`config.mk`:
```
export PLATFORM = sky130hd
export DESIGN_NAME = atx_button_command_bridge_top
export DESIGN_NICKNAME = d
export VERILOG_FILES = /design/src/sv/atxbcb_pkg.sv /design/src/sv/atxbcb_line_match.sv /design/src/sv/atxbcb_status.sv /design/src/sv/atx_button_command_bridge_top.sv
export SDC_FILE = /design/constraint.sdc
export NUM_CORES = 1
export LEC_CHECK = 0
export ABC_AREA = 1
export BUFFER_PORTS_ARGS = -buffer_cell sky130_fd_sc_hd__buf_2
export CAP_MARGIN = 20
export CORE_AREA = 3 3 120 122
export DETAILED_ROUTE_END_ITERATION = 6
export DIE_AREA = 0 0 123 125
export PLACE_DENSITY_LB_ADDON = 0.15
export SETUP_SLACK_MARGIN = 0.1
export SYNTH_ARGS = -nofsm -noshare
export SYNTH_HDL_FRONTEND = slang
export SYNTH_SLANG_ARGS = --single-unit
```
`constraint.sdc`:
```
create_clock -name clk -period 3.71 [get_ports clk]
set_input_delay 0.5565 -clock clk [delete_from_list [all_inputs] [get_ports clk]]
set_output_delay 0.5565 -clock clk [all_outputs]
set_load 0.01 [all_outputs]
```
`src/sv/atxbcb_pkg.sv`:
```
// Shared types, command table and codes for the ATX button command bridge.
package atxbcb_pkg;

  localparam logic OP_BYTE = 1'b0;
  localparam logic OP_TICK = 1'b1;

  localparam logic [1:0] CMD_RST_ON  = 2'd0;
  localparam logic [1:0] CMD_RST_OFF = 2'd1;
  localparam logic [1:0] CMD_PWR_ON  = 2'd2;
  localparam logic [1:0] CMD_PWR_OFF = 2'd3;

  localparam int NUM_CMDS = 4;

  localparam logic       REG_REPORT_PERIOD = 1'b0;
  localparam logic       REG_BLINK_LENGTH  = 1'b1;
  localparam logic [15:0] REPORT_PERIOD_RESET = 16'd100;
  localparam logic [15:0] BLINK_LENGTH_RESET  = 16'd20;

  localparam logic [7:0]  NEWLINE  = 8'h0A;
  localparam logic [16:0] TICK_SAT = 17'h1FFFF;

  // Command text, right-aligned: the first character sits in the highest used byte
  localparam logic [95:0] CMD_TEXT [NUM_CMDS] = '{
    96'({"BTN_", "RST_ON\n"}),
    96'({"BTN_", "RST_OFF\n"}),
    96'({"BTN_", "PWR_ON\n"}),
    96'({"BTN_", "PWR_OFF\n"})
  };
  localparam logic [3:0] CMD_LEN [NUM_CMDS] = '{4'd11, 4'd12, 4'd11, 4'd12};

  typedef struct packed {
    logic       opcode;
    logic [7:0] rx_byte;
    logic       mb_hdd_led_level;
    logic       mb_pwr_led_level;
    logic       case_rst_level;
    logic       case_pwr_level;
  } item_t;

  typedef struct packed {
    logic mb_rst_drive;
    logic mb_pwr_drive;
    logic case_hdd_led_drive;
    logic case_pwr_led_drive;
    logic activity_led;
    logic report_valid;
    logic report_hdd_active;
    logic report_pwr_active;
    logic report_rst_line;
    logic report_pwr_line;
  } result_t;

  typedef struct packed {
    logic       valid;
    logic [1:0] code;
  } cmd_t;

  // Character of command idx at line position pos; zero past the end
  function automatic logic [7:0] cmd_char(input logic [1:0] idx, input logic [3:0] pos);
    logic [3:0] k;
    logic [7:0] c;
    k = CMD_LEN[idx] - 4'd1 - pos;
    c = 8'd0;
    if (pos < CMD_LEN[idx]) begin
      c = CMD_TEXT[idx][{k, 3'b000} +: 8];
    end
    return c;
  endfunction

endpackage

```
`src/sv/atxbcb_line_match.sv`:
```
// Line assembler and on-the-fly matcher for the four button commands.
module atxbcb_line_match #(
  parameter int LINE_LIMIT = 128
) (
  input  logic                clk,
  input  logic                rst,
  input  logic                byte_en,
  input  logic [7:0]          rx_byte,
  output atxbcb_pkg::cmd_t    cmd
);
  import atxbcb_pkg::*;

  localparam int PW = $clog2(LINE_LIMIT);
  localparam logic [PW-1:0] LAST_POS = PW'(LINE_LIMIT - 1);

  logic [PW-1:0]       line_position;
  logic [NUM_CMDS-1:0] candidate_alive;

  logic [PW-1:0]       pos_inc;
  logic [NUM_CMDS-1:0] alive_next;
  logic                line_end;
  cmd_t                hit;

  always_comb begin
    for (int i = 0; i < NUM_CMDS; i++) begin
      alive_next[i] = candidate_alive[i] && (line_position < PW'(CMD_LEN[i])) &&
                      (cmd_char(2'(i), line_position[3:0]) == rx_byte);
    end
    pos_inc  = line_position + PW'(1);
    line_end = (rx_byte == NEWLINE) || (pos_inc >= LAST_POS);
    hit      = '0;
    for (int i = 0; i < NUM_CMDS; i++) begin
      if (alive_next[i] && pos_inc == PW'(CMD_LEN[i])) begin
        hit.valid = 1'b1;
        hit.code  = 2'(i);
      end
    end
    cmd       = hit;
    cmd.valid = hit.valid && byte_en && line_end;
  end

  always_ff @(posedge clk) begin
    if (rst) begin
      line_position   <= '0;
      candidate_alive <= '1;
    end else if (byte_en) begin
      if (line_end) begin
        line_position   <= '0;
        candidate_alive <= '1;
      end else begin
        line_position   <= pos_inc;
        candidate_alive <= alive_next;
      end
    end
  end

endmodule

```
`src/sv/atxbcb_status.sv`:
```
// Remote latches set on commands; activity blink and status report per poll tick.
module atxbcb_status (
  input  logic                clk,
  input  logic                rst,
  input  atxbcb_pkg::cmd_t    cmd,
  input  logic                tick_en,
  input  atxbcb_pkg::item_t   sample,
  input  logic [15:0]         report_period,
  input  logic [15:0]         blink_length,
  output atxbcb_pkg::result_t result
);
  import atxbcb_pkg::*;

  logic        remote_rst_latch;
  logic        remote_pwr_latch;
  logic        command_pending;
  logic        activity_lit;
  logic [15:0] blink_remaining;
  logic [16:0] ticks_since_report;
  logic [3:0]  last_reported_bits;

  logic        activity_lit_next;
  logic [15:0] blink_remaining_next;
  logic [16:0] ticks_inc;
  logic [3:0]  bits;
  logic        rst_drv;
  logic        pwr_drv;
  logic        send;

  always_comb begin
    activity_lit_next    = activity_lit;
    blink_remaining_next = blink_remaining;
    if (command_pending) begin
      activity_lit_next    = 1'b1;
      blink_remaining_next = blink_length;
    end else if (activity_lit) begin
      if (blink_remaining <= 16'd1) begin
        activity_lit_next    = 1'b0;
        blink_remaining_next = '0;
      end else begin
        blink_remaining_next = blink_remaining - 16'd1;
      end
    end

    rst_drv   = !(remote_rst_latch || !sample.case_rst_level);
    pwr_drv   = !(remote_pwr_latch || !sample.case_pwr_level);
    bits      = {~sample.mb_hdd_led_level, ~sample.mb_pwr_led_level, rst_drv, pwr_drv};
    ticks_inc = (ticks_since_report == TICK_SAT) ? ticks_since_report
                                                 : ticks_since_report + 17'd1;
    send      = (bits != last_reported_bits) || (ticks_inc > {1'b0, report_period});

    result.mb_rst_drive       = rst_drv;
    result.mb_pwr_drive       = pwr_drv;
    result.case_hdd_led_drive = sample.mb_hdd_led_level;
    result.case_pwr_led_drive = sample.mb_pwr_led_level;
    result.activity_led       = activity_lit_next;
    result.report_valid       = send;
    result.report_hdd_active  = bits[3];
    result.report_pwr_active  = bits[2];
    result.report_rst_line    = bits[1];
    result.report_pwr_line    = bits[0];
  end

  always_ff @(posedge clk) begin
    if (rst) begin
      remote_rst_latch   <= 1'b0;
      remote_pwr_latch   <= 1'b0;
      command_pending    <= 1'b0;
      activity_lit       <= 1'b0;
      blink_remaining    <= '0;
      ticks_since_report <= '0;
      last_reported_bits <= '0;
    end else begin
      if (cmd.valid) begin
        command_pending <= 1'b1;
        case (cmd.code)
          CMD_RST_ON:  remote_rst_latch <= 1'b1;
          CMD_RST_OFF: remote_rst_latch <= 1'b0;
          CMD_PWR_ON:  remote_pwr_latch <= 1'b1;
          CMD_PWR_OFF: remote_pwr_latch <= 1'b0;
          default:     remote_rst_latch <= remote_rst_latch;
        endcase
      end
      if (tick_en) begin
        command_pending <= 1'b0;
        activity_lit    <= activity_lit_next;
        blink_remaining <= blink_remaining_next;
        if (send) begin
          last_reported_bits <= bits;
          ticks_since_report <= '0;
        end else begin
          ticks_since_report <= ticks_inc;
        end
      end
    end
  end

endmodule

```
`src/sv/atx_button_command_bridge_top.sv`:
```
// Top level of the ATX button command bridge: input register, result register, config.
// One transaction is taken per clock unless stalled. Serial bytes are registered,
// matched against the button commands in the following cycle and give no result; a poll
// tick's result is held in the result register until taken. The input register
// keeps accepting while a result waits, and stalls only when a tick finds the result
// register still full. Register 0 is report_period, register 1 is blink_length.
module atx_button_command_bridge_top #(
  parameter int LINE_LIMIT = 128
) (
  input  logic                clk,
  input  logic                rst,
  input  logic                item_valid,
  output logic                item_ready,
  input  atxbcb_pkg::item_t   item,
  output logic                result_valid,
  input  logic                result_ready,
  output atxbcb_pkg::result_t result,
  input  logic                cfg_write,
  input  logic                cfg_index,
  input  logic [15:0]         cfg_data
);
  import atxbcb_pkg::*;

  item_t       item_q;
  logic        full_q;
  logic        advance;
  logic        tick_en;
  logic        byte_en;
  logic [15:0] report_period;
  logic [15:0] blink_length;
  cmd_t        cmd;
  result_t     result_next;

  assign advance    = full_q && (item_q.opcode == OP_BYTE || !result_valid || result_ready);
  assign item_ready = !full_q || advance;
  assign tick_en    = advance && item_q.opcode == OP_TICK;
  assign byte_en    = advance && item_q.opcode == OP_BYTE;

  always_ff @(posedge clk) begin
    if (rst) begin
      full_q <= 1'b0;
    end else if (item_valid && item_ready) begin
      full_q <= 1'b1;
    end else if (advance) begin
      full_q <= 1'b0;
    end
  end

  always_ff @(posedge clk) begin
    if (item_valid && item_ready) begin
      item_q <= item;
    end
  end

  always_ff @(posedge clk) begin
    if (rst) begin
      report_period <= REPORT_PERIOD_RESET;
      blink_length  <= BLINK_LENGTH_RESET;
    end else if (cfg_write) begin
      case (cfg_index)
        REG_REPORT_PERIOD: report_period <= cfg_data;
        REG_BLINK_LENGTH:  blink_length  <= cfg_data;
        default:           report_period <= report_period;
      endcase
    end
  end

  atxbcb_line_match #(
    .LINE_LIMIT(LINE_LIMIT)
  ) u_line_match (
    .clk     (clk),
    .rst     (rst),
    .byte_en (byte_en),
    .rx_byte (item_q.rx_byte),
    .cmd     (cmd)
  );

  atxbcb_status u_status (
    .clk           (clk),
    .rst           (rst),
    .cmd           (cmd),
    .tick_en       (tick_en),
    .sample        (item_q),
    .report_period (report_period),
    .blink_length  (blink_length),
    .result        (result_next)
  );

  // Hold the result until taken; refill on each tick
  always_ff @(posedge clk) begin
    if (rst) begin
      result_valid <= 1'b0;
    end else if (tick_en) begin
      result_valid <= 1'b1;
    end else if (result_ready) begin
      result_valid <= 1'b0;
    end
  end

  always_ff @(posedge clk) begin
    if (tick_en) begin
      result <= result_next;
    end
  end

endmodule
```
* Yosys cells after proc, flatten, opt, wreduce, memory -nomap -nowiden
Index checks and enable logic that the tools add are counted.
W data, S select, Z words.
** Storage, ports and cells
- Bits in registers :: 107
- Bits in latches :: 0
- RAM bits :: 0
- ROM bits :: 0
- Input bits :: 35
- Output and inout bits :: 12
- Word-level logic and storage cells :: 127
- Memories :: 0
** Cells by class
- Add/subtract/negate cells :: 5
- Multiply operators :: 0
- Div/mod/pow operators :: 0
- Order comparisons :: 7
- Eq/ne operators :: 12
- Shift-type cells :: 4
- Mux-type cells :: 24
- Bitwise operators :: 4
- Reduce and logical (&&, ||, !) cells :: 44
** Operator list (number)
- $shiftx A96 B8 Y8 const A :: 4
- $mux W16 :: 3
- $mux W17 :: 2
- $eq A8 B8 Y1 :: 4
- $mux W8 :: 4
- $logic_and A1 B1 Y1 :: 18
- $add A17 B1 Y17 const B :: 1
- $eq A17 B17 Y1 const B :: 1
- $gt A17 B16 Y1 :: 1
- $le A16 B1 Y1 const B :: 1
- $sub A16 B1 Y16 const B :: 1
- $eq A7 B4 Y1 const B :: 2
- $lt A7 B4 Y1 const B :: 2
- $mux W3 :: 4
- $reduce_and A2 Y1 :: 6
- $reduce_bool A2 Y1 :: 5
- $eq A8 B4 Y1 const B :: 1
- $lt A4 B4 Y1 const B :: 2
- $sub A4 B4 Y4 const A :: 2
- $add A7 B1 Y7 const B :: 1
- $ge A7 B7 Y1 const B :: 1
- $logic_or A1 B1 Y1 :: 7
- $mux W1 :: 7
- $mux W7 :: 1
- other kinds (9) :: 19

* Depth between registers and ports, before layout
Gate-level depths: netlist (run 1).
- Depth after elaboration :: 13
- Gate-level depth with buffers :: 22
- Mapped depth without buffers :: 22

* By module
Synthesis (run 1) repeated with hierarchy kept, for this count alone.
** Unflattened totals
- Cell total of the unflattened synthesis :: 879
- Area, all modules :: 6434.9 um^2
** By module, submodules not included
- atxbcb_status :: times used 1, cells each 441, area an instance 2924.1 um^2, seq. area each 820.8 um^2
- atx_button_command_bridge_top :: times used 1, cells each 181, area an instance 1974.4 um^2, seq. area each 1371.3 um^2
- atxbcb_line_match :: times used 1, cells each 257, area an instance 1536.5 um^2, seq. area each 220.2 um^2

* Worst setup path after synthesis (run 1)
No wires, ideal clock.
- Path type :: reg-to-reg
- Start :: register u_status.ticks_since_report[0]
- End :: register u_status.ticks_since_report[14]
- Setup time :: 59 ps
- Data arrival time :: 2956 ps
- Required time :: 3651 ps
- Setup slack :: 695 ps
- Cell stages (with the launch flop) :: 22
- Path buffers :: 1
- Period minus slack after synthesis :: 3015 ps
- Cells stage by stage :: dfxtp_1 ha_1 nand3_2 nor2_1 nand2_1 nor2_1 nand3_1 nor3b_1 nand2_1 nor2_1 xor2_1 ha_1 a21oi_1 nor2_1 a211oi_1 nor2_1 nor2_1 nand3_1 a21boi_4 buf_6 nand3_1 nand2_1
** On the way
- Cells in the longest elaborated chain, start to end :: 5
- Elaborated cells on any way between the ends :: 6
- Those cells by class :: add/sub (1); order compare (1); eq/ne (1); mux (2); reduce/logical (1)
** Ends and longest elaborated chain
- start: declaration :: RTL line atxbcb_status.sv:19 : logic [16:0] ticks_since_report;
- start signal: assignment :: RTL line atxbcb_status.sv:92 : ticks_since_report <= ticks_inc;
- $add A17 B1 Y17 or $eq A17 B17 Y1 (tied branches) :: RTL line atxbcb_status.sv:49, atxbcb_status.sv:48
- $mux W17 (*) :: RTL line atxbcb_status.sv:48 : ticks_inc = (ticks_since_report == TICK_SAT) ? ticks_since_report
- $gt A17 B16 Y1 :: RTL line atxbcb_status.sv:50 : send = (bits != last_reported_bits) || (ticks_inc > {1'b0, report_period});
- $logic_or A1 B1 Y1 :: RTL line atxbcb_status.sv:50
- $mux W17 (*) :: RTL line atxbcb_status.sv:88 : if (send) begin
Every way passes the cells marked *; elsewhere a longest branch is shown, timed or not.
A chain may end at the register's enable or synchronous reset.

* Final worst setup path (run 1)
- Start :: register u_status.ticks_since_report[1]
- End :: register u_status.ticks_since_report[0]
Same word-level chain as after synthesis.

==> reports/metrics.yaml, run 1 <==
synth:
  synthArstFlopShare_pct: 0
  synthFlopType: "dfxtp_1"
  ys_seq_area_share_pct: 38.9
  synth_top_area_share_pct: 28.5
  synthTopCellsByArea: "dfxtp_1, nand2_1, edfxtp_1"
  syn_inst: 831
  synth_edf_count: 21
  synth_top_area_cell: "dfxtp_1"
  ys_warn_count: 0
  synth_nets: 898
  syn_avg_cell_area_sq_um: 7.28
  synth_seq_cells: 107
  syn-cell-area_sq_um: 6050
  yosys.cell_types.count: 41
final_layout:
  diodes: 0
  syn2layout_area_growth_pct: 11.8
  fin_nets: 941
  finalNonFillerCells: 1055
  fill_cells: 1323
  drive_above_1_share_pct: 11.4
die:
  coreArea_sq_um: 13300
  die_x_um: 123
  fp.dieArea_sq_um: 15400
  start_util_pct: 45.5
  ios: 47
  die_height_um: 125
  core.rowCount: 42
power:
  powerDensity_nw_per_um2: 370
  combPwrFrac_pct: 11.8
  p_switching_uw: 696
  power_frac_seq_pct: 50.2
  p_clk_share_pct: 38.0
  p_int_mw: 1.81
  switching_share_pct: 27.8
  total_power_mw: 2.50
  cellLeakagePower_nw: 3.04
  vdd_drop_max_v: 0.000349
route:
  dr.first_iter.drc_count: 355
  wire_per_inst_um: 14.3
  viasPerCell: 5.19
  drcViolationCount: 0
  dr.pass1.iters: 5
  vias: 5474
  wl_mm: 15.0
  postRouteAntennaNets: 0
sta:
  finalSetupViolCount: 0
  report.final.slew_viol_count: 0
  fmax_ghz: 0.303
  slew_headroom_pct: 59.2
  hold_viol_final: 0
  rsz0062_at_grt: "no"
  min_period_ns: 3.30
  fin_hold_ws_ns: 0.369
  fin_crit_sh_pct: 89.0
  finalSetupTns_ns: 0
  worstMarginPinSlew_ns: 0.609
  fin_skew_ns: 0.00951
clocking:
  clock_sinks: 107
  tritoncts: "built"
  cts_hold_buf: 0
  cts-root-buf: "clkbuf_16"
  numCtsBuffers: 9
  max-clock-path-buffers: 2
  path_clk_slew_ns: 0.08
  h-tree-depth: 3
  clk-insertion-delay-late_ns: 0.36
critical_path:
  critPathBufInv: 1
  start_kind: "flop"
  path_cells: "ha_2, nand3_2, nor2_4, nand2_1, nor2_2, nand3_1, nor3b_1, nand2_1, nor2_1, xor2_1, ha_1, a21oi_1, nor2_1, a211oi_1, nor2_1, nor2_1, nand3_1, a21boi_4, buf_4, nand2_1, o21ai_0"
  critical_path_class: "flop to flop"
  crit_top_cell: "nor2_1"
  cp.required_ns: 4.00
  slowest_delay_ns: 0.39
  crit_fanout: 6
  endpoint_kind: "flop"
  cp_top_family: "simple AND/OR/NAND/NOR gates"
  path_depth: 21
  reg2reg_depth: 21
  crit_arrival_ns: 3.59
  critical-path-slowest-cell: "dfxtp_1"
global_routing:
  busiest_layer: "met2"
  grt_max_degree: 51
  antenna_found_initial: 0
  met3_usage_pct: 3.75
  grtUsageTotal_pct: 19.9
  grt_use_met1_pct: 28.3
  grt_overflow: 0
  grt_pass1_vias: 5006
  grt_pass1_wl_mm: 24.9
  grt_util_met2_pct: 31.2
placement:
  gp_congestion: 0.905
  hpwl_mm: 11.3
  numPortBuffers: 46
  dp.cells: 1035
hold_path:
  hold_depth: 1
  hold_path.class: "input port to flop"
status:
  outcome: "completed"
run:
  cap_violations: 0
-- final timing paths --
kind / slack [ns] / from / to
max: 0.41 / u_status.ticks_since_report[1] / u_status.ticks_since_report[0]
min: 0.37 / item[9] / item_q[9]
max reg2reg: 0.41 / u_status.ticks_since_report[1] / u_status.ticks_since_report[0]
min reg2reg: 0.45 / u_status.ticks_since_report[15] / u_status.ticks_since_report[15]
-- through the flow --
step	util [%]	area, sq um	worst slack, ns
after global routing	50.9	6760	0.105
after CTS	50.7	6740	0.171
final	50.9	6760	0.408
after floorplan	-	6050	0.695
after global placement	48.3	6420	0.261
after detailed placement	48.3	6420	0.0881
-- layout by cell type, fill, tap and decap left out, types with 6 or more instances in the layout --
cell type and count:
nor4_1 6, xnor2_1 8, buf_4 9, nand2_1 169
a21oi_1 58, nand3_1 66, a211oi_1 8, buf_2 46
nand4_1 16, clkbuf_16 9, dfxtp_1 85, o21ai_0 57
edfxtp_1 21, nor3_1 13, nor2_1 106, xor2_1 23
inv_1 84, ha_1 31
-- cell usage after synthesis, types with 3 or more instances --
cell type  instances
dfxtp_1           86
a211oi_1           8
o211ai_1           5
nand3b_1           4
nor2_1           108
inv_1             84
nand4_1           16
inv_2              4
nand3_1           66
a21oi_1           59
o21ai_1            3
or2_2              3
nand2_1          169
nor2_2             4
nor3_1            13
ha_1              32
nand2_2            3
xor2_1            23
o21ai_0           57
clkbuf_1          15
edfxtp_1          21
xnor2_1            8
clkinv_1           4
nand3_2            4
a221oi_1           4
nor4_1             6
-- flip-flops by register name, summed over array words and instances (netlist names) --
| signal | flops |
|---|---|
| u_status.ticks_since_report | 17 |
| blink_length | 16 |
| report_period | 16 |
| u_status.blink_remaining | 16 |
| item_q | 13 |
| result | 8 |
| u_line_match.line_position | 7 |
| u_line_match.candidate_alive | 4 |
| u_status.last_reported_bits | 4 |
| full_q | 1 |
| result_valid | 1 |
| u_status.activity_lit | 1 |
| u_status.command_pending | 1 |
| u_status.remote_pwr_latch | 1 |
| u_status.remote_rst_latch | 1 |
-- worst register-to-register path: stages, from the launching register on --
cell	delay, ns
dfxtp_1	0.39
ha_2	0.22
nand3_2	0.14
nor2_4	0.15
nand2_1	0.11
nor2_2	0.14
nand3_1	0.12
nor3b_1	0.18
nand2_1	0.10
nor2_1	0.06
xor2_1	0.16
ha_1	0.20
a21oi_1	0.15
nor2_1	0.05
a211oi_1	0.19
nor2_1	0.08
nor2_1	0.08
nand3_1	0.15
a21boi_4	0.21
buf_4	0.16
nand2_1	0.05
o21ai_0	0.14
-- layer usage --
layer / part of all wire (%) / up-vias / wire [um]
li1: - / 2844 / -
met1: 48 / 2498 / 7170
met2: 46 / 114 / 6960
met3: 4.6 / 18 / 699
met4: 1.3 / 0 / 202
met5: 0 / - / 0
-- cell families after synthesis --
kind of cell	count (synthesis)	share of synthesized area, %
xor gates and xnor gates	32	4.76
buffers and inverters	115	7.55
and+or+nand+nor	400	28.8
adders and majority gates	32	6.62
AOI/OAI and AO/OA	145	13.4
DFF	107	38.9
-- final cells by class --
| class | count | area (sq um) | area share [%] |
|---|---|---|---|
| well taps | 176 | 220 | 3.26 |
| repair buffers | 55 | 298 | 4.40 |
| multi-input cells | 609 | 3260 | 48.1 |
| inverters | 92 | 345 | 5.11 |
| clock buffers | 9 | 225 | 3.33 |
| flip-flops and latches | 107 | 2350 | 34.8 |
| clock inverters | 7 | 65.1 | 0.962 |
-- power by group through the flow --
| stage | clock network [mW] | registers, mW | logic [mW] |
|---|---|---|---|
| 2_1_floorplan | 0 | 1.28 | 0.210 |
| 3_3_place_gp | 0 | 1.28 | 0.284 |
| 3_5_place_dp | 0 | 1.28 | 0.288 |
| 4_1_cts | 0.980 | 1.26 | 0.292 |
| 5_1_grt | 1.02 | 1.26 | 0.334 |
| 6_report | 0.952 | 1.26 | 0.294 |
-- repair_timing --
item                       in CTS  in global routing
gates resized for setup         0                  7
setup endpoints to repair       4                 21
pin swaps                       1                  0
setup buffers                   3                  0
hold endpoints to repair        0                  0
Note: power is estimated with default switching activity, not from simulation.
==> run 2, diff against run 1 <==
--- a/config.mk
+++ b/config.mk
@@ -8,9 +8,11 @@
 export ABC_AREA = 1
 export BUFFER_PORTS_ARGS = -buffer_cell sky130_fd_sc_hd__buf_2
 export CAP_MARGIN = 20
-export CORE_AREA = 3 3 120 122
+export CELL_PAD_IN_SITES_DETAIL_PLACEMENT = 0
+export CELL_PAD_IN_SITES_GLOBAL_PLACEMENT = 2
+export CORE_AREA = 3 3 136 138
 export DETAILED_ROUTE_END_ITERATION = 6
-export DIE_AREA = 0 0 123 125
+export DIE_AREA = 0 0 139 141
 export PLACE_DENSITY_LB_ADDON = 0.15
 export SETUP_SLACK_MARGIN = 0.1
 export SYNTH_ARGS = -nofsm -noshare
==> run 2 against run 1 <==
Net effect: non-clock buffer count down 2; clock power up 2.3%; count of clock-buffer cells in the layout unchanged; global-route usage down 2.9 points; critical endpoint unchanged; largest cell class unchanged; highest routed layer unchanged.
==> reports/metrics.yaml, run 2 (synthesis gave the netlist of run 1 again) <==
die:
  coreArea_sq_um: 17300
  start_util_pct: 35.0
  core.rowCount: 48
  ios: 47
  die_height_um: 141
  die_x_um: 139
  fp.dieArea_sq_um: 19600
sta:
  finalSetupTns_ns: 0
  fin_hold_ws_ns: 0.368
  finalSetupViolCount: 0
  fin_crit_sh_pct: 89.2
  worstMarginPinSlew_ns: 0.745
  rsz0062_at_grt: "no"
  report.final.slew_viol_count: 0
  fin_skew_ns: 0.0200
  setup_ws_ns: 0.401
  hold_viol_final: 0
  min_period_ns: 3.31
  slew_headroom_pct: 49.9
  fmax_ghz: 0.302
clocking:
  cts_hold_buf: 0
  h-tree-depth: 3
  numCtsBuffers: 9
  cts-root-buf: "clkbuf_16"
  path_clk_slew_ns: 0.08
  cts_resized: 0
  clk-insertion-delay-late_ns: 0.36
  clock_sinks: 107
  cts_setup_buffers: 0
  tritoncts: "built"
  max-clock-path-buffers: 2
power:
  powerDensity_nw_per_um2: 368
  vdd_drop_max_v: 0.000204
  cellLeakagePower_nw: 3.06
  total_power_mw: 2.53
global_routing:
  met3_usage_pct: 2.85
  antenna_found_initial: 0
  grt_util_met2_pct: 26.4
  grt_overflow: 0
  grt_max_degree: 51
  grt_pass1_vias: 5146
  grtUsageTotal_pct: 17.0
  busiest_layer: "met2"
  grt_use_met1_pct: 24.9
  grt_pass1_wl_mm: 27.2
critical_path:
  slowest_delay_ns: 0.45
  path_depth: 20
  endpoint_kind: "flop"
  cp.required_ns: 3.99
  path_cells: "nand2_1, nor3_1, nand2_1, nor2_2, nand3_2, nor3b_2, nand2_1, nor2_1, xor2_1, ha_1, a21oi_1, nor2_1, a211oi_1, nor2_1, nor2_1, nand3_2, a21boi_4, buf_8, nand2_1, o21ai_0"
  cp_top_family: "simple AND/OR/NAND/NOR gates"
  crit_arrival_ns: 3.59
  critical_path_class: "flop to flop"
  critical-path-slowest-cell: "dfxtp_1"
  crit_fanout: 16
  critPathBufInv: 1
  reg2reg_depth: 20
  start_kind: "flop"
route:
  wire_per_inst_um: 15.0
  postRouteAntennaNets: 0
  wl_mm: 16.5
  vias: 5432
  viasPerCell: 4.93
  dr.pass1.iters: 5
  dr.first_iter.drc_count: 400
  drcViolationCount: 0
hold_path:
  hold_depth: 1
  hold_path.class: "input port to flop"
final_layout:
  syn2layout_area_growth_pct: 13.4
  diodes: 0
  largest_reg_flops: 17
  top_register: "u_status.ticks_since_report"
  drive_above_1_share_pct: 11.9
  final_cell_mix: "nand2_1, nor2_1, inv_1, dfxtp_1, nand3_1"
  fin_nets: 939
  finalNonFillerCells: 1102
  final_common_cell: "nand2_1"
run:
  cap_violations: 0
placement:
  gp_congestion: 0.886
  place_ws_ns: 0.131
  hpwl_mm: 12.6
  numPortBuffers: 46
  dp.cells: 1086
status:
  outcome: "completed"
run 2: cell types whose count changed in the layout (fill, tap and decap cells not counted), sizes merged:
cell,delta
inv,-1
clkinv,+1
buf,-2
run 2: power breakdown:
| group | switching (mW) | internal, mW | leakage (nW) | total (mW) |
|---|---|---|---|---|
| clock network | 0.494 | 0.480 | 0.145 | 0.974 |
| registers | 0.0283 | 1.23 | 0.902 | 1.26 |
| logic | 0.195 | 0.103 | 2.01 | 0.298 |
run 2: area by class of cell:
type,count,area (sq um)
Multi-Input combinational cell,609,3290
Clock inverter,7,75.1
Timing Repair Buffer,53,290
Inverter,92,345
Fill cell,1868,10400
Sequential cell,107,2360
Clock buffer,9,225
Tap cell,225,282
run 2: metal layers:
| layer | wire length [um] | vias to the layer above |
|---|---|---|
| met4 | 151 | 0 |
| met2 | 7350 | 86 |
| met5 | 0 | - |
| li1 | - | 2843 |
| met3 | 447 | 11 |
| met1 | 8580 | 2492 |
run 2: per-stage QoR:
step / cell area [sq um] / utilization (%)
floorplan: 6050 / -
global placement: 6500 / 37.6
detailed placement: 6500 / 37.6
CTS: 6800 / 39.3
global route: 6860 / 39.7
finish: 6860 / 39.7
run 2: worst register-to-register path, stage by stage, from the launching register on:
cell	delay (ns)
dfxtp_1	0.45
nand2_1	0.18
nor3_1	0.21
nand2_1	0.14
nor2_2	0.15
nand3_2	0.10
nor3b_2	0.19
nand2_1	0.13
nor2_1	0.07
xor2_1	0.17
ha_1	0.19
a21oi_1	0.15
nor2_1	0.06
a211oi_1	0.18
nor2_1	0.08
nor2_1	0.12
nand3_2	0.13
a21boi_4	0.16
buf_8	0.17
nand2_1	0.06
o21ai_0	0.15
run 2: path summary, 6_finish.rpt:
| check | startpoint | to | slack [ns] |
|---|---|---|---|
| hold / removal | item[2] | item_q[2] | 0.37 |
| setup / recovery | u_status.ticks_since_report[7] | u_status.ticks_since_report[0] | 0.40 |
| setup reg to reg | u_status.ticks_since_report[7] | u_status.ticks_since_report[0] | 0.40 |
| hold reg to reg | u_status.ticks_since_report[15] | u_status.ticks_since_report[15] | 0.46 |
==> run 3, diff against run 2 <==
--- a/config.mk
+++ b/config.mk
@@ -14,7 +14,7 @@
 export DETAILED_ROUTE_END_ITERATION = 6
 export DIE_AREA = 0 0 139 141
 export PLACE_DENSITY_LB_ADDON = 0.15
-export SETUP_SLACK_MARGIN = 0.1
+export SETUP_SLACK_MARGIN = 0.5
 export SYNTH_ARGS = -nofsm -noshare
 export SYNTH_HDL_FRONTEND = slang
 export SYNTH_SLANG_ARGS = --single-unit
==> run 3 against run 2 <==
Net effect: clock power about the same; utilization increased by 2.2 points; sequential power about the same; first-iteration DRC count decreased by 7.8%; combinational power increased by 4%; critical endpoint is now u_status.ticks_since_report[9]; clock skew about the same; routed wire length increased by 2.8%.
==> reports/metrics.yaml, run 3 (synthesis gave the netlist of run 1 again) <==
status:
  outcome: "completed"
final_layout:
  diodes: 0
  finalNonFillerCells: 1120
  final_common_cell: "nand2_1"
  drive_above_1_share_pct: 17.7
  syn2layout_area_growth_pct: 19.8
  top_register: "u_status.ticks_since_report"
  final_cell_mix: "nand2_1, nor2_1, inv_1"
  largest_reg_flops: 17
  fin_area_sq_um: 7250
  fin_nets: 957
  final_util_pct: 41.9
die:
  ios: 47
  start_util_pct: 35.0
  core.rowCount: 48
  die_x_um: 139
  fp.dieArea_sq_um: 19600
  coreArea_sq_um: 17300
  die_height_um: 141
sta:
  rsz0062_at_grt: "yes"
  hold_viol_final: 0
  report.final.slew_viol_count: 0
  fin_skew_ns: 0.0203
  slew_headroom_pct: 50.0
  worstMarginPinSlew_ns: 0.744
  finalSetupTns_ns: 0
  fmax_ghz: 0.318
  fin_crit_sh_pct: 84.9
  fin_hold_ws_ns: 0.367
  finalSetupViolCount: 0
  min_period_ns: 3.15
  setup_ws_ns: 0.561
route:
  dr.first_iter.drc_count: 369
  postRouteAntennaNets: 0
  dr.pass1.iters: 5
  vias: 5552
  wire_per_inst_um: 15.2
  viasPerCell: 4.96
  drcViolationCount: 0
  wl_mm: 17.0
critical_path:
  path_depth: 21
  critical_path_class: "flop to flop"
  critPathBufInv: 4
  endpoint_kind: "flop"
  slowest_delay_ns: 0.36
  cp.required_ns: 4.01
  crit_arrival_ns: 3.45
  start_kind: "flop"
  crit_top_cell: "nand2_2"
  path_cells: "ha_4, nand3_4, nor2_4, nand2_2, nor2_4, nand3_2, nor3b_4, nand2_2, buf_6, xnor2_4, ha_4, nand2_2, inv_2, nand3_2, nor4_2, nand3_1, a21boi_4, buf_12, buf_16, nand3_2, nand2_2"
  reg2reg_depth: 21
  critical-path-slowest-cell: "dfxtp_4"
  cp_top_family: "simple AND/OR/NAND/NOR gates"
  crit_fanout: 8
clocking:
  path_clk_slew_ns: 0.08
  cts_hold_buf: 0
  h-tree-depth: 3
  clk-insertion-delay-late_ns: 0.36
  tritoncts: "built"
  clock_sinks: 107
  numCtsBuffers: 9
  max-clock-path-buffers: 2
  cts-root-buf: "clkbuf_16"
global_routing:
  grt_overflow: 0
  grt_max_degree: 51
  grt_pass1_vias: 5264
  grtUsageTotal_pct: 17.3
  grt_pass1_wl_mm: 27.6
  antenna_found_initial: 0
power:
  p_int_mw: 1.82
  switching_share_pct: 28.5
  power_frac_seq_pct: 49.4
  total_power_mw: 2.54
  vdd_drop_max_v: 0.000205
  p_clk_share_pct: 38.4
  cellLeakagePower_nw: 3.20
  combPwrFrac_pct: 12.2
  powerDensity_nw_per_um2: 351
  p_switching_uw: 724
placement:
  dp.cells: 1086
  place_ws_ns: 0.131
  gp_congestion: 0.886
  hpwl_mm: 12.6
  numPortBuffers: 46
  placed_area_sq_um: 6500
hold_path:
  hold_depth: 1
  hold_path.class: "input port to flop"
run:
  cap_violations: 0
## run 3: changes by cell type in the layout (fill, tap and decap cells not counted), moves of 4 or more
cell | before | now
buf_4 | 6 | 21
dfxtp_1 | 84 | 75
dfxtp_2 | 1 | 8
ha_1 | 31 | 26
ha_4 | 0 | 4
nand2_1 | 169 | 164
nand2_2 | 2 | 7
## run 3: worst paths after layout
path / slack (ns) / to / start
setup / recovery: 0.56 / u_status.ticks_since_report[9] / u_status.ticks_since_report[0]
hold / removal: 0.37 / item_q[2] / item[2]
setup reg to reg: 0.56 / u_status.ticks_since_report[9] / u_status.ticks_since_report[0]
hold reg to reg: 0.46 / u_status.ticks_since_report[15] / u_status.ticks_since_report[15]
## run 3: routing by layer
metal | track usage [%] | up-vias | share of wire, %
met5 | 0 | - | 0
met4 | 4.38 | 0 | 1.5
met3 | 2.92 | 18 | 3.1
met2 | 27.1 | 91 | 45
met1 | 24.9 | 2565 | 51
li1 | - | 2878 | -
## run 3: power groups by stage
| stage | registers, mW | logic (mW) | clock network [mW] |
|---|---|---|---|
| finish | 1.25 | 0.311 | 0.976 |
| CTS | 1.26 | 0.306 | 1.01 |
| global placement | 1.28 | 0.293 | 0 |
| floorplan | 1.28 | 0.210 | 0 |
| detailed placement | 1.28 | 0.294 | 0 |
| global route | 1.26 | 0.355 | 1.06 |
## run 3: repair_timing
item,CTS,global route
pin swaps,8,23
gates resized for setup,28,41
setup buffers,8,9
gates cloned,1,0
setup endpoints to repair,21,24
## run 3: cell type report
class                   instances  area, sq um
fillers                      1819        10100
multi-input cells             609         3480
flip-flops and latches        107         2370
repair buffers                 71          462
inverters                      92          348
well taps                     225          282
clock buffers                   9          225
clock inverters                 7         75.1
